<file path="config.mk">
export PLATFORM = sky130hd
export DESIGN_NAME = lfo_offset_calibration_fsm_flat
export DESIGN_NICKNAME = d
export VERILOG_FILES = /design/src/sv/lfocal_pkg.sv /design/src/sv/lfocal_if.sv /design/src/sv/lfocal_in_stage.sv /design/src/sv/lfocal_seq.sv /design/src/sv/lfo_offset_calibration_fsm.sv /design/src/flat_wrapper.sv
export SDC_FILE = /design/constraint.sdc
export NUM_CORES = 1
export LEC_CHECK = 0
export ABC_AREA = 1
export BUFFER_PORTS_ARGS = -buffer_cell sky130_fd_sc_hd__buf_2
export CAP_MARGIN = 5
export CORE_MARGIN = 2
export CORE_UTILIZATION = 55
export DETAILED_ROUTE_END_ITERATION = 16
export GPL_TIMING_DRIVEN = 0
export PLACE_DENSITY = 0.79
export SYNTH_ARGS = -nofsm -noshare
export SYNTH_HDL_FRONTEND = slang
export SYNTH_SLANG_ARGS = --single-unit
export TNS_END_PERCENT = 50
</file>
<file path="constraint.sdc">
create_clock -name i_clk -period 7.4 [get_ports i_clk]
set_input_delay 1.11 -clock i_clk [delete_from_list [all_inputs] [get_ports i_clk]]
set_output_delay 1.11 -clock i_clk [all_outputs]
set_load 0.005 [all_outputs]
</file>
<file path="src/sv/lfocal_pkg.sv">
// Package for the LFO offset calibration sequencer.
// Types and constants shared by the stage modules; no dependencies.
package lfocal_pkg;

    localparam int unsigned SAMPLE_W = 16;
    localparam int unsigned MV_W     = 14;
    localparam int unsigned SCALE_W  = 22;
    localparam int unsigned PROD_W   = SAMPLE_W + SCALE_W;
    localparam int unsigned MASK_W   = 16;
    localparam int unsigned RES_OFF_W = 16;

    // round((6.144 / 32767) * 1000 * 2^24)
    localparam logic [SCALE_W-1:0] MV_SCALE = 22'd3145824;

    localparam logic [MASK_W-1:0] MASK_NONE  = 16'h0000;
    localparam logic [MASK_W-1:0] MASK_LFO0  = 16'h000F;
    localparam logic [MASK_W-1:0] MASK_LFO1  = 16'h00F0;
    localparam logic [MASK_W-1:0] MASK_FIXED = 16'h0F00;

    localparam logic KIND_START  = 1'b0;
    localparam logic KIND_SAMPLE = 1'b1;

    typedef logic [MV_W-1:0] t_mv;

    typedef struct packed {
        logic kind;
        t_mv  mv;
    } t_item;

endpackage

</file>
<file path="src/sv/lfocal_if.sv">
// Handshake channels of the LFO offset calibration sequencer.
// Command/sample channel in, result channel out; no dependencies.
interface lfocal_in_if;
    logic        valid;
    logic        ready;
    logic        kind;
    logic [15:0] adc_sample;

    modport source (output valid, output kind, output adc_sample, input ready);
    modport sink   (input valid, input kind, input adc_sample, output ready);
endinterface

interface lfocal_out_if;
    logic        valid;
    logic        ready;
    logic [15:0] port_mask;
    logic        start_conversion;
    logic        lfo_index;
    logic [15:0] lfo_offset;
    logic        offset_final;
    logic        calibration_done;
    logic        busy_res;

    modport source (
        output valid, output port_mask, output start_conversion, output lfo_index,
        output lfo_offset, output offset_final, output calibration_done,
        output busy_res, input ready
    );
    modport sink (
        input valid, input port_mask, input start_conversion, input lfo_index,
        input lfo_offset, input offset_final, input calibration_done,
        input busy_res, output ready
    );
endinterface

</file>
<file path="src/sv/lfocal_in_stage.sv">
// Input register: takes an item and converts the ADC sample to even millivolts.
// Depends on lfocal_pkg and lfocal_in_if.
module lfocal_in_stage import lfocal_pkg::*; (
    input  logic         i_clk,
    input  logic         i_rst_n,
    lfocal_in_if.sink    i_cmd,
    input  logic         i_advance,
    output logic         o_valid,
    output t_item        o_item
);

    logic [PROD_W-1:0] w_prod;
    logic              r_valid;
    t_item             r_item;
    t_item             n_item;

    assign w_prod       = PROD_W'(i_cmd.adc_sample) * PROD_W'(MV_SCALE);
    assign n_item.kind  = i_cmd.kind;
    assign n_item.mv    = {w_prod[PROD_W-1:PROD_W-MV_W+1], 1'b0};

    assign i_cmd.ready = !r_valid || i_advance;

    always_ff @(posedge i_clk) begin
        if (!i_rst_n) begin
            r_valid <= 1'b0;
        end else if (i_cmd.ready) begin
            r_valid <= i_cmd.valid;
        end
    end

    always_ff @(posedge i_clk) begin
        if (i_cmd.valid && i_cmd.ready) begin
            r_item <= n_item;
        end
    end

    assign o_valid = r_valid;
    assign o_item  = r_item;

endmodule

</file>
<file path="src/sv/lfocal_seq.sv">
// Calibration state, trim step and result register.
// Depends on lfocal_pkg and lfocal_out_if.
module lfocal_seq import lfocal_pkg::*; #(
    parameter int unsigned OFFSET_WIDTH = 16
) (
    input  logic          i_clk,
    input  logic          i_rst_n,
    input  logic          i_valid,
    input  t_item         i_item,
    output logic          o_advance,
    lfocal_out_if.source  o_res
);

    localparam logic [1:0] PH_IDLE = 2'd0;
    localparam logic [1:0] PH_REF  = 2'd1;
    localparam logic [1:0] PH_SEL  = 2'd2;
    localparam logic [1:0] PH_TRIM = 2'd3;

    localparam logic signed [OFFSET_WIDTH-1:0] OFF_MAX = {1'b0, {(OFFSET_WIDTH-1){1'b1}}};
    localparam logic signed [OFFSET_WIDTH-1:0] OFF_MIN = {1'b1, {(OFFSET_WIDTH-1){1'b0}}};

    logic [1:0]                     r_phase, n_phase;
    t_mv                            r_ref, n_ref;
    logic                           r_cur, n_cur;
    logic signed [OFFSET_WIDTH-1:0] r_off0, n_off0;
    logic signed [OFFSET_WIDTH-1:0] r_off1, n_off1;
    logic [MASK_W-1:0]              r_mask, n_mask;

    logic                           r_res_valid;
    logic                           r_conv, n_conv;
    logic                           r_idx, n_idx;
    logic                           r_fin, n_fin;
    logic                           r_done, n_done;
    logic [RES_OFF_W-1:0]           r_res_off, n_res_off;

    logic signed [OFFSET_WIDTH-1:0] w_cur_off, w_step_off, w_rep_off;
    logic                           w_take;

    assign o_advance = !r_res_valid || o_res.ready;
    assign w_take    = i_valid && o_advance;

    assign w_cur_off = r_cur ? r_off1 : r_off0;

    always_comb begin
        n_phase    = r_phase;
        n_ref      = r_ref;
        n_cur      = r_cur;
        n_off0     = r_off0;
        n_off1     = r_off1;
        n_mask     = r_mask;
        n_conv     = 1'b0;
        n_idx      = r_cur;
        n_fin      = 1'b0;
        n_done     = 1'b0;
        w_step_off = w_cur_off;
        if (i_item.kind == KIND_START) begin
            if (r_phase == PH_IDLE) begin
                n_off0  = '0;
                n_off1  = '0;
                n_cur   = 1'b0;
                n_mask  = MASK_FIXED;
                n_phase = PH_REF;
                n_conv  = 1'b1;
                n_idx   = 1'b0;
            end
        end else begin
            unique case (r_phase)
                PH_REF: begin
                    n_ref   = i_item.mv;
                    n_cur   = 1'b0;
                    n_mask  = MASK_LFO0;
                    n_phase = PH_TRIM;
                    n_conv  = 1'b1;
                    n_idx   = 1'b0;
                end
                PH_SEL: begin
                    n_mask  = r_cur ? MASK_LFO1 : MASK_LFO0;
                    n_phase = PH_TRIM;
                    n_conv  = 1'b1;
                end
                PH_TRIM: begin
                    if (i_item.mv < r_ref) begin
                        if (w_cur_off != OFF_MAX) begin
                            w_step_off = w_cur_off + OFFSET_WIDTH'(1);
                        end
                        n_conv = 1'b1;
                    end else if (i_item.mv > r_ref) begin
                        if (w_cur_off != OFF_MIN) begin
                            w_step_off = w_cur_off - OFFSET_WIDTH'(1);
                        end
                        n_conv = 1'b1;
                    end else if (!r_cur) begin
                        n_cur  = 1'b1;
                        n_mask = MASK_LFO1;
                        n_conv = 1'b1;
                        n_idx  = 1'b0;
                        n_fin  = 1'b1;
                    end else begin
                        n_phase = PH_IDLE;
                        n_mask  = MASK_FIXED;
                        n_idx   = 1'b1;
                        n_fin   = 1'b1;
                        n_done  = 1'b1;
                    end
                    if (r_cur) begin
                        n_off1 = w_step_off;
                    end else begin
                        n_off0 = w_step_off;
                    end
                end
                default: begin
                end
            endcase
        end
        w_rep_off = n_idx ? n_off1 : n_off0;
        n_res_off = RES_OFF_W'(signed'(w_rep_off));
    end

    always_ff @(posedge i_clk) begin
        if (!i_rst_n) begin
            r_phase     <= PH_IDLE;
            r_ref       <= '0;
            r_cur       <= 1'b0;
            r_off0      <= '0;
            r_off1      <= '0;
            r_mask      <= MASK_NONE;
            r_res_valid <= 1'b0;
        end else begin
            if (o_advance) begin
                r_res_valid <= i_valid;
            end
            if (w_take) begin
                r_phase <= n_phase;
                r_ref   <= n_ref;
                r_cur   <= n_cur;
                r_off0  <= n_off0;
                r_off1  <= n_off1;
                r_mask  <= n_mask;
            end
        end
    end

    always_ff @(posedge i_clk) begin
        if (w_take) begin
            r_conv    <= n_conv;
            r_idx     <= n_idx;
            r_fin     <= n_fin;
            r_done    <= n_done;
            r_res_off <= n_res_off;
        end
    end

    logic [MASK_W-1:0] r_res_mask;
    logic              r_res_busy;

    always_ff @(posedge i_clk) begin
        if (w_take) begin
            r_res_mask <= n_mask;
            r_res_busy <= (n_phase != PH_IDLE);
        end
    end

    assign o_res.valid            = r_res_valid;
    assign o_res.port_mask        = r_res_mask;
    assign o_res.start_conversion = r_conv;
    assign o_res.lfo_index        = r_idx;
    assign o_res.lfo_offset       = r_res_off;
    assign o_res.offset_final     = r_fin;
    assign o_res.calibration_done = r_done;
    assign o_res.busy_res         = r_res_busy;

endmodule

</file>
<file path="src/sv/lfo_offset_calibration_fsm.sv">
// LFO offset calibration sequencer, top level.
// Takes one item per clock while the result channel is not stalled: a start
// command or an ADC sample. Each item gives exactly one result, which passes
// through the input register (with the millivolt conversion), then the trim
// step into the result register; the calibration state is updated as the
// result is registered, so the next item sees it at once. The input register
// holds one more item while a result waits; after that the input stalls until
// the result is taken.
// Depends on lfocal_pkg, lfocal_if, lfocal_in_stage and lfocal_seq.
module lfo_offset_calibration_fsm import lfocal_pkg::*; #(
    parameter int unsigned OFFSET_WIDTH = 16
) (
    input  logic          i_clk,
    input  logic          i_rst_n,
    lfocal_in_if.sink     i_cmd,
    lfocal_out_if.source  o_res
);

    logic  w_valid;
    logic  w_advance;
    t_item w_item;

    lfocal_in_stage u_in_stage (
        .i_clk     (i_clk),
        .i_rst_n   (i_rst_n),
        .i_cmd     (i_cmd),
        .i_advance (w_advance),
        .o_valid   (w_valid),
        .o_item    (w_item)
    );

    lfocal_seq #(
        .OFFSET_WIDTH (OFFSET_WIDTH)
    ) u_seq (
        .i_clk     (i_clk),
        .i_rst_n   (i_rst_n),
        .i_valid   (w_valid),
        .i_item    (w_item),
        .o_advance (w_advance),
        .o_res     (o_res)
    );

endmodule
</file>
<file path="src/flat_wrapper.sv">
// flat-port wrapper written by rule: the top's interface ports become plain ports
module lfo_offset_calibration_fsm_flat import lfocal_pkg::*;
#(
    parameter int unsigned OFFSET_WIDTH = 16
)
  (i_clk, i_rst_n, i_cmd_valid, i_cmd_kind, i_cmd_adc_sample, i_cmd_ready, o_res_valid, o_res_port_mask, o_res_start_conversion, o_res_lfo_index, o_res_lfo_offset, o_res_offset_final, o_res_calibration_done, o_res_busy_res, o_res_ready);
  lfocal_in_if i_cmd_i ();
  lfocal_out_if o_res_i ();
  input  logic i_clk;
  input  logic i_rst_n;
  input wire logic [$bits(i_cmd_i.valid)-1:0] i_cmd_valid;
  input wire logic [$bits(i_cmd_i.kind)-1:0] i_cmd_kind;
  input wire logic [$bits(i_cmd_i.adc_sample)-1:0] i_cmd_adc_sample;
  output wire logic [$bits(i_cmd_i.ready)-1:0] i_cmd_ready;
  output wire logic [$bits(o_res_i.valid)-1:0] o_res_valid;
  output wire logic [$bits(o_res_i.port_mask)-1:0] o_res_port_mask;
  output wire logic [$bits(o_res_i.start_conversion)-1:0] o_res_start_conversion;
  output wire logic [$bits(o_res_i.lfo_index)-1:0] o_res_lfo_index;
  output wire logic [$bits(o_res_i.lfo_offset)-1:0] o_res_lfo_offset;
  output wire logic [$bits(o_res_i.offset_final)-1:0] o_res_offset_final;
  output wire logic [$bits(o_res_i.calibration_done)-1:0] o_res_calibration_done;
  output wire logic [$bits(o_res_i.busy_res)-1:0] o_res_busy_res;
  input wire logic [$bits(o_res_i.ready)-1:0] o_res_ready;
  assign i_cmd_i.valid = i_cmd_valid;
  assign i_cmd_i.kind = i_cmd_kind;
  assign i_cmd_i.adc_sample = i_cmd_adc_sample;
  assign i_cmd_ready = i_cmd_i.ready;
  assign o_res_valid = o_res_i.valid;
  assign o_res_port_mask = o_res_i.port_mask;
  assign o_res_start_conversion = o_res_i.start_conversion;
  assign o_res_lfo_index = o_res_i.lfo_index;
  assign o_res_lfo_offset = o_res_i.lfo_offset;
  assign o_res_offset_final = o_res_i.offset_final;
  assign o_res_calibration_done = o_res_i.calibration_done;
  assign o_res_busy_res = o_res_i.busy_res;
  assign o_res_i.ready = o_res_ready;
  lfo_offset_calibration_fsm #(.OFFSET_WIDTH(OFFSET_WIDTH)) u_core (.i_clk(i_clk), .i_rst_n(i_rst_n), .i_cmd(i_cmd_i), .o_res(o_res_i));
endmodule
</file>
## Word-level counts from Yosys, hierarchy flattened

Index checks and enable logic that the tools add are counted.

- Multipliers: 1
- Bitwise logic cells: 2
- Mux-type cells: 44
- Equal/unequal tests: 8
- Shifts and indexed selects: 0
- Reductions and logical operators: 13
- Divide/modulo/power cells: 0
- $add $sub $neg: 2
- Magnitude comparators: 2

Operators by type and width:

| operator | count |
|---|---|
| $mux 16 | 18 |
| $pmux 16 s3 | 1 |
| $mul 16x17->33 const B | 1 |
| $ne 16x16->1 const B | 2 |
| $add 16x2->16 const B | 1 |
| $sub 16x2->16 const B | 1 |
| $gt 14x14->1 | 1 |
| $lt 14x14->1 | 1 |
| $mux 1 | 14 |
| $mux 12 | 1 |
| $mux 2 | 5 |
| $ne 3x3->1 const B | 3 |
| $mux 8 | 1 |
| $pmux 1 s2 | 3 |
| $eq 2x2->1 const B | 2 |
| $pmux 2 s2 | 1 |
| $reduce_and 4->1 | 1 |
| $reduce_or 4->1 | 1 |
| $reduce_and 3->1 | 1 |
| $reduce_or 3->1 | 1 |
| $eq 2x1->1 const B | 1 |
| $logic_and 1x1->1 | 2 |
| $logic_not 1->1 | 2 |
| $logic_not 2->1 | 1 |
| other kinds (4) | 6 |

- Memories: 0
- Register bits after elaboration: 117
- Word-level logic and storage cells: 89
- Input bits: 21
- Bits in latches: 0
- Memory bits (writable): 0
- Output and inout port bits: 39
- ROM bits: 0

## Depth between registers and ports, before layout

- Depth in word-level cells: 9
- Mapped depth: 20
- Depth with buffers taken out: 20

## Hierarchy

A second synthesis with hierarchy kept.

- Cells, all modules: 1497
- Area total of the unflattened synthesis: 9809.4 um^2

Modules (own cells, without submodules):

| module | times used | cells each | area an instance (um^2) | sequential area each (um^2) |
|---|---|---|---|---|
| lfocal_seq | 1 | 1063 | 6977.9 | 2432.3 |
| lfocal_in_stage | 1 | 434 | 2831.5 | 440.4 |

## Least setup slack after synthesis

Ideal clock, no wire load.

- Path kind: input -> register
- From: input i_cmd_adc_sample[14]
- To: register u_core.u_in_stage.r_item (netlist bit u_core.u_in_stage.o_item[9]) (data pin)
- Setup slack: 2.965 ns
- Path buffers: 0
- Required time: 7.142 ns
- Setup time: 0.258 ns
- Arrival time: 4.177 ns
- Stages on the path: 17
- Cells stage by stage: inv_1 > ha_1 > inv_1 > ha_1 > ha_1 > ha_1 > fa_1 > ha_1 > ha_1 > nand2_1 > nor4_2 > nand2_1 > nand3_1 > nand2_1 > nand2_1 > nand2_1 > xnor2_1

- Cells in the longest elaborated chain, start to end: 1

RTL lines:

| what | line | text |
|---|---|---|
| start: declaration | flat_wrapper.sv:13 | `input wire logic [$bits(i_cmd_i.adc_sample)-1:0] i_cmd_adc_sample;` |
| $mul 16x17->33 | lfocal_in_stage.sv:17 | `assign w_prod = PROD_W'(i_cmd.adc_sample) * PROD_W'(MV_SCALE);` |
| via u_core.u_in_stage.w_prod[33] | lfocal_in_stage.sv:12 | `logic [PROD_W-1:0] w_prod;` |
| end signal: assignment | lfocal_in_stage.sv:33 | `r_item <= n_item;` |
| end: declaration | lfocal_in_stage.sv:14 | `t_item r_item;` |

The timed path passes the listed nets, and every way through them passes these cells.
A chain may end at the register's enable or synchronous reset.

## Worst setup path in the final report

- From: input i_cmd_adc_sample[5]
- To: register u_core.u_in_stage.r_item (netlist bit u_core.u_in_stage.o_item[9]) (data pin)

Same word-level chain as after synthesis.

==> summary.txt <==
Min path
  – Worst min path class: reg -> reg
  – Hold path start: u_core.u_seq.r_ref[12]

Critical path
  – Max FO, Critical Path: 4
  – Arr. time, crit path: 4.75 ns
  – Critical Path RT: ~7.6 ns
  – Critical Path Max Stage Delay: ~0.42 ns
  – Critical Setup Path Class: in -> reg
  – RR Startpoint: u_core.u_seq.r_cur
  – Crit end category: flip-flop
  – Critical Path Source: i_cmd_adc_sample[5]
  – Max stage delay cell, worst path: fa_1
  – Cell Chain, Critical Path: buf_2 -> inv_1 -> ha_1 -> inv_1 -> ha_1 -> ha_1 -> ha_1 -> fa_1 -> ha_1 -> ha_1 -> nand2_1 -> o21bai_1 -> a21oi_1 -> o21ai_0 -> nand3_1 -> nand3_1 -> nand2_1 -> nand2_1 -> nand2_1 -> xnor2_1
  – Worst setup SP type: primary input
  – Most Frequent Cell on Critical Path: ha_1

Timing
  – Final setup violation count: 0
  – Hold Violations, Final: 0
  – Setup TNS: 0 ns
  – Worst slew pin tran: 0.805 ns
  – Fmax: roughly 220 MHz
  – Clock Skew: between 0.007 and 0.008 ns
  – Slew Limit Fails: 0
  – Ratio of final minimum period to clock period: 61.8%
  – Max-Slew Margin vs Limit: 46.3%
  – Worst hold slack: between 0.4 and 0.5 ns
  – Tmin final: about 4.6 ns
  – Unrepaired setup endpoints after global routing: no

GRT
  – Largest net degree at the start of global routing: 29
  – Global-route wire length before repair: 42300 um
  – GRT overflow: 0
  – Initial antenna violation count: 0
  – Total track usage: 29.8%
  – Vias in the first global route: roughly 8500

Yosys
  – Post-Syn Instances: 1307
  – Number of flops mapped to enable cells by yosys: 51
  – Yosys top cell area share: ~16%
  – Main synth FF type: dfxtp_1
  – Mapped Area: between 9000 and 10000 um2
  – #FFs+latches synth: roughly 120
  – Ranking of synthesized cells by area: edfxtp_1 16%, dfxtp_1 14%, nand2_1 14%, ha_1 12%, nand3_1 7.9%
  – Register area share after synthesis: a little under a third
  – YS warnings: 0
  – Largest area contributor in the netlist: edfxtp_1
  – Cell variety after synth: 52
  – Syn_nets: approximately 1400
  – Synth async-reset ratio: 0%
  – Most common cell in the netlist: nand2_1
  – Syn_area_per_cell: 7.11 um2
  – Post-synth top cells: 336 x nand2_1, 164 x inv_1, 146 x nand3_1, 117 x a21oi_1, 90 x ha_1

Clock network
  – Hold-fix buffers, CTS: 0
  – Clock-pin slew of the registers on the worst-case setup and hold paths: 0.06 ns
  – Post-CTS sizing: 0
  – H-tree lvl count: 4
  – TritonCTS clock tree: done
  – Clock Latency Late Sink: roughly 0.42 ns
  – CTS Buf Count: 17
  – Clk root buf: clkbuf_16
  – Clock Sinks: 117
  – CTS Buffer Depth: 2
  – Buffer count from post-CTS setup fixing: 0

Floorplan
  – Chip Height: about 130 um
  – Die ar.: ~18000 um2
  – # rows: 47
  – Horiz. Die Dim: ~130 um
  – Starting Density: 56.2%
  – Io pins: 60
  – Core ar.: 16500 um2

Placed design
  – Final GP Congestion: 1.02
  – IO Port Bufs: just under 60
  – DP HPWL: between 15000 and 20000 um

Route
  – Total Routed Length: about 26000 um
  – DR DRC count: 0
  – Via-per-instance ratio: approximately 5.7
  – Routed vias: about 9200
  – WL/cell: roughly 16 um
  – ANT nets after route: 0
  – DRT iter0 DRCs: ~940
  – Pre-antenna DRT Iters: 5

Flow run
  – Max-cap violation count: 0

Pwr
  – Leakage power: slightly above 5 nW
  – Power per standard cell area: 212 nW/um2
  – Worst vdd ir: 176 uV
  – Total Power: approximately 2.2 mW

Cells and area
  – Antenna cells: 0
  – Fin nets: between 1500 and 2000
  – Layout Area Growth over Synthesis: 12.7%
  – Layout cells sized above 1: between 10% and 20%

Outcome
  – Run status: complete, no violations
power breakdown:
| part | total, mW | internal [mW] | switching [mW] | leakage (nW) |
|---|---|---|---|---|
| Clock | 0.817 | 0.497 | 0.320 | 0.277 |
| Sequential | 0.757 | 0.732 | 0.0254 | 1.03 |
| Combinational | 0.648 | 0.218 | 0.430 | 3.80 |
per-stage QoR:
stage          area [um2]  util, %  worst slack, ns  instances
2_1_floorplan        9290        -             2.96       1307
3_3_place_gp         9860     59.7             2.48       1586
3_5_place_dp         9890     59.9             2.46       1587
4_1_cts             10500     63.4             2.87       1619
5_1_grt             10500     63.4             2.59       1619
6_report            10500     63.4             2.83       1619
logic make-up (layout without fill, tap and decap cells):
kind of cell,after synthesis,after routing,share of synthesized area [%]
buf+inv,220,312,9.84
simple gates,627,627,31.0
fa+ha+maj,95,95,13.2
flops,117,117,30.7
xor+xnor,23,23,2.17
compound gates,225,225,13.1
state kept, by name, summed over array words and instances, names as in the netlist, 2 cells and up:
| signal | flops |
|---|---|
| u_core.u_seq.o_res.lfo_offset | 16 |
| u_core.u_seq.r_off0 | 16 |
| u_core.u_seq.r_phase | 2 |
| u_core.u_seq.r_off1 | 16 |
| u_core.u_seq.r_ref | 13 |
| u_core.u_seq.r_mask | 16 |
| u_core.u_in_stage.o_item | 14 |
| u_core.u_seq.o_res.port_mask | 16 |
final timing paths:
check,end,slack (ns),cells past startpoint
max,u_core.u_in_stage.o_item[9],2.83,20
min,u_core.u_seq.r_ref[12],0.46,2
max reg2reg,u_core.u_seq.o_res.lfo_offset[12],4.53,15
min reg2reg,u_core.u_seq.r_ref[12],0.46,2
layout make-up:
type	count	area, um2
Clock inverter	14	150
Inverter	172	651
Tap cell	220	275
Sequential cell	117	2850
Timing Repair Buffer	60	323
Buffer	48	265
Multi-Input combinational cell	970	5530
Fill cell	1482	6050
Clock buffer	18	429
cell usage in the layout (no fill, tap or decap), types with 14 or more instances in the layout:
cell type / instances
nand2_1: 336
inv_1: 164
nand3_1: 146
a21oi_1: 117
ha_1: 90
buf_2: 71
dfxtp_1: 66
nor2_1: 64
o21ai_0: 62
edfxtp_1: 51
clkbuf_1: 27
nand2_2: 22
xor2_1: 20
clkbuf_16: 17
o21ai_1: 14
critical path: cells and delay by family:
kind | cells | cell delay, ns
buffers and inverters | 3 | 0.18
adder cells (fa/ha/maj) | 7 | 1.93
AO/OA/AOI/OAI | 3 | 0.70
AND/OR/NAND/NOR | 6 | 0.70
XOR/XNOR | 1 | 0.12
routing by layer:
metal | track usage, % | routed length, um
met1 | 39.6 | 11300
met2 | 47.6 | 11600
met3 | 5.97 | 2390
met4 | 12.1 | 820
met5 | 0 | 0
No activity file was read; power rests on OpenSTA's default activity.
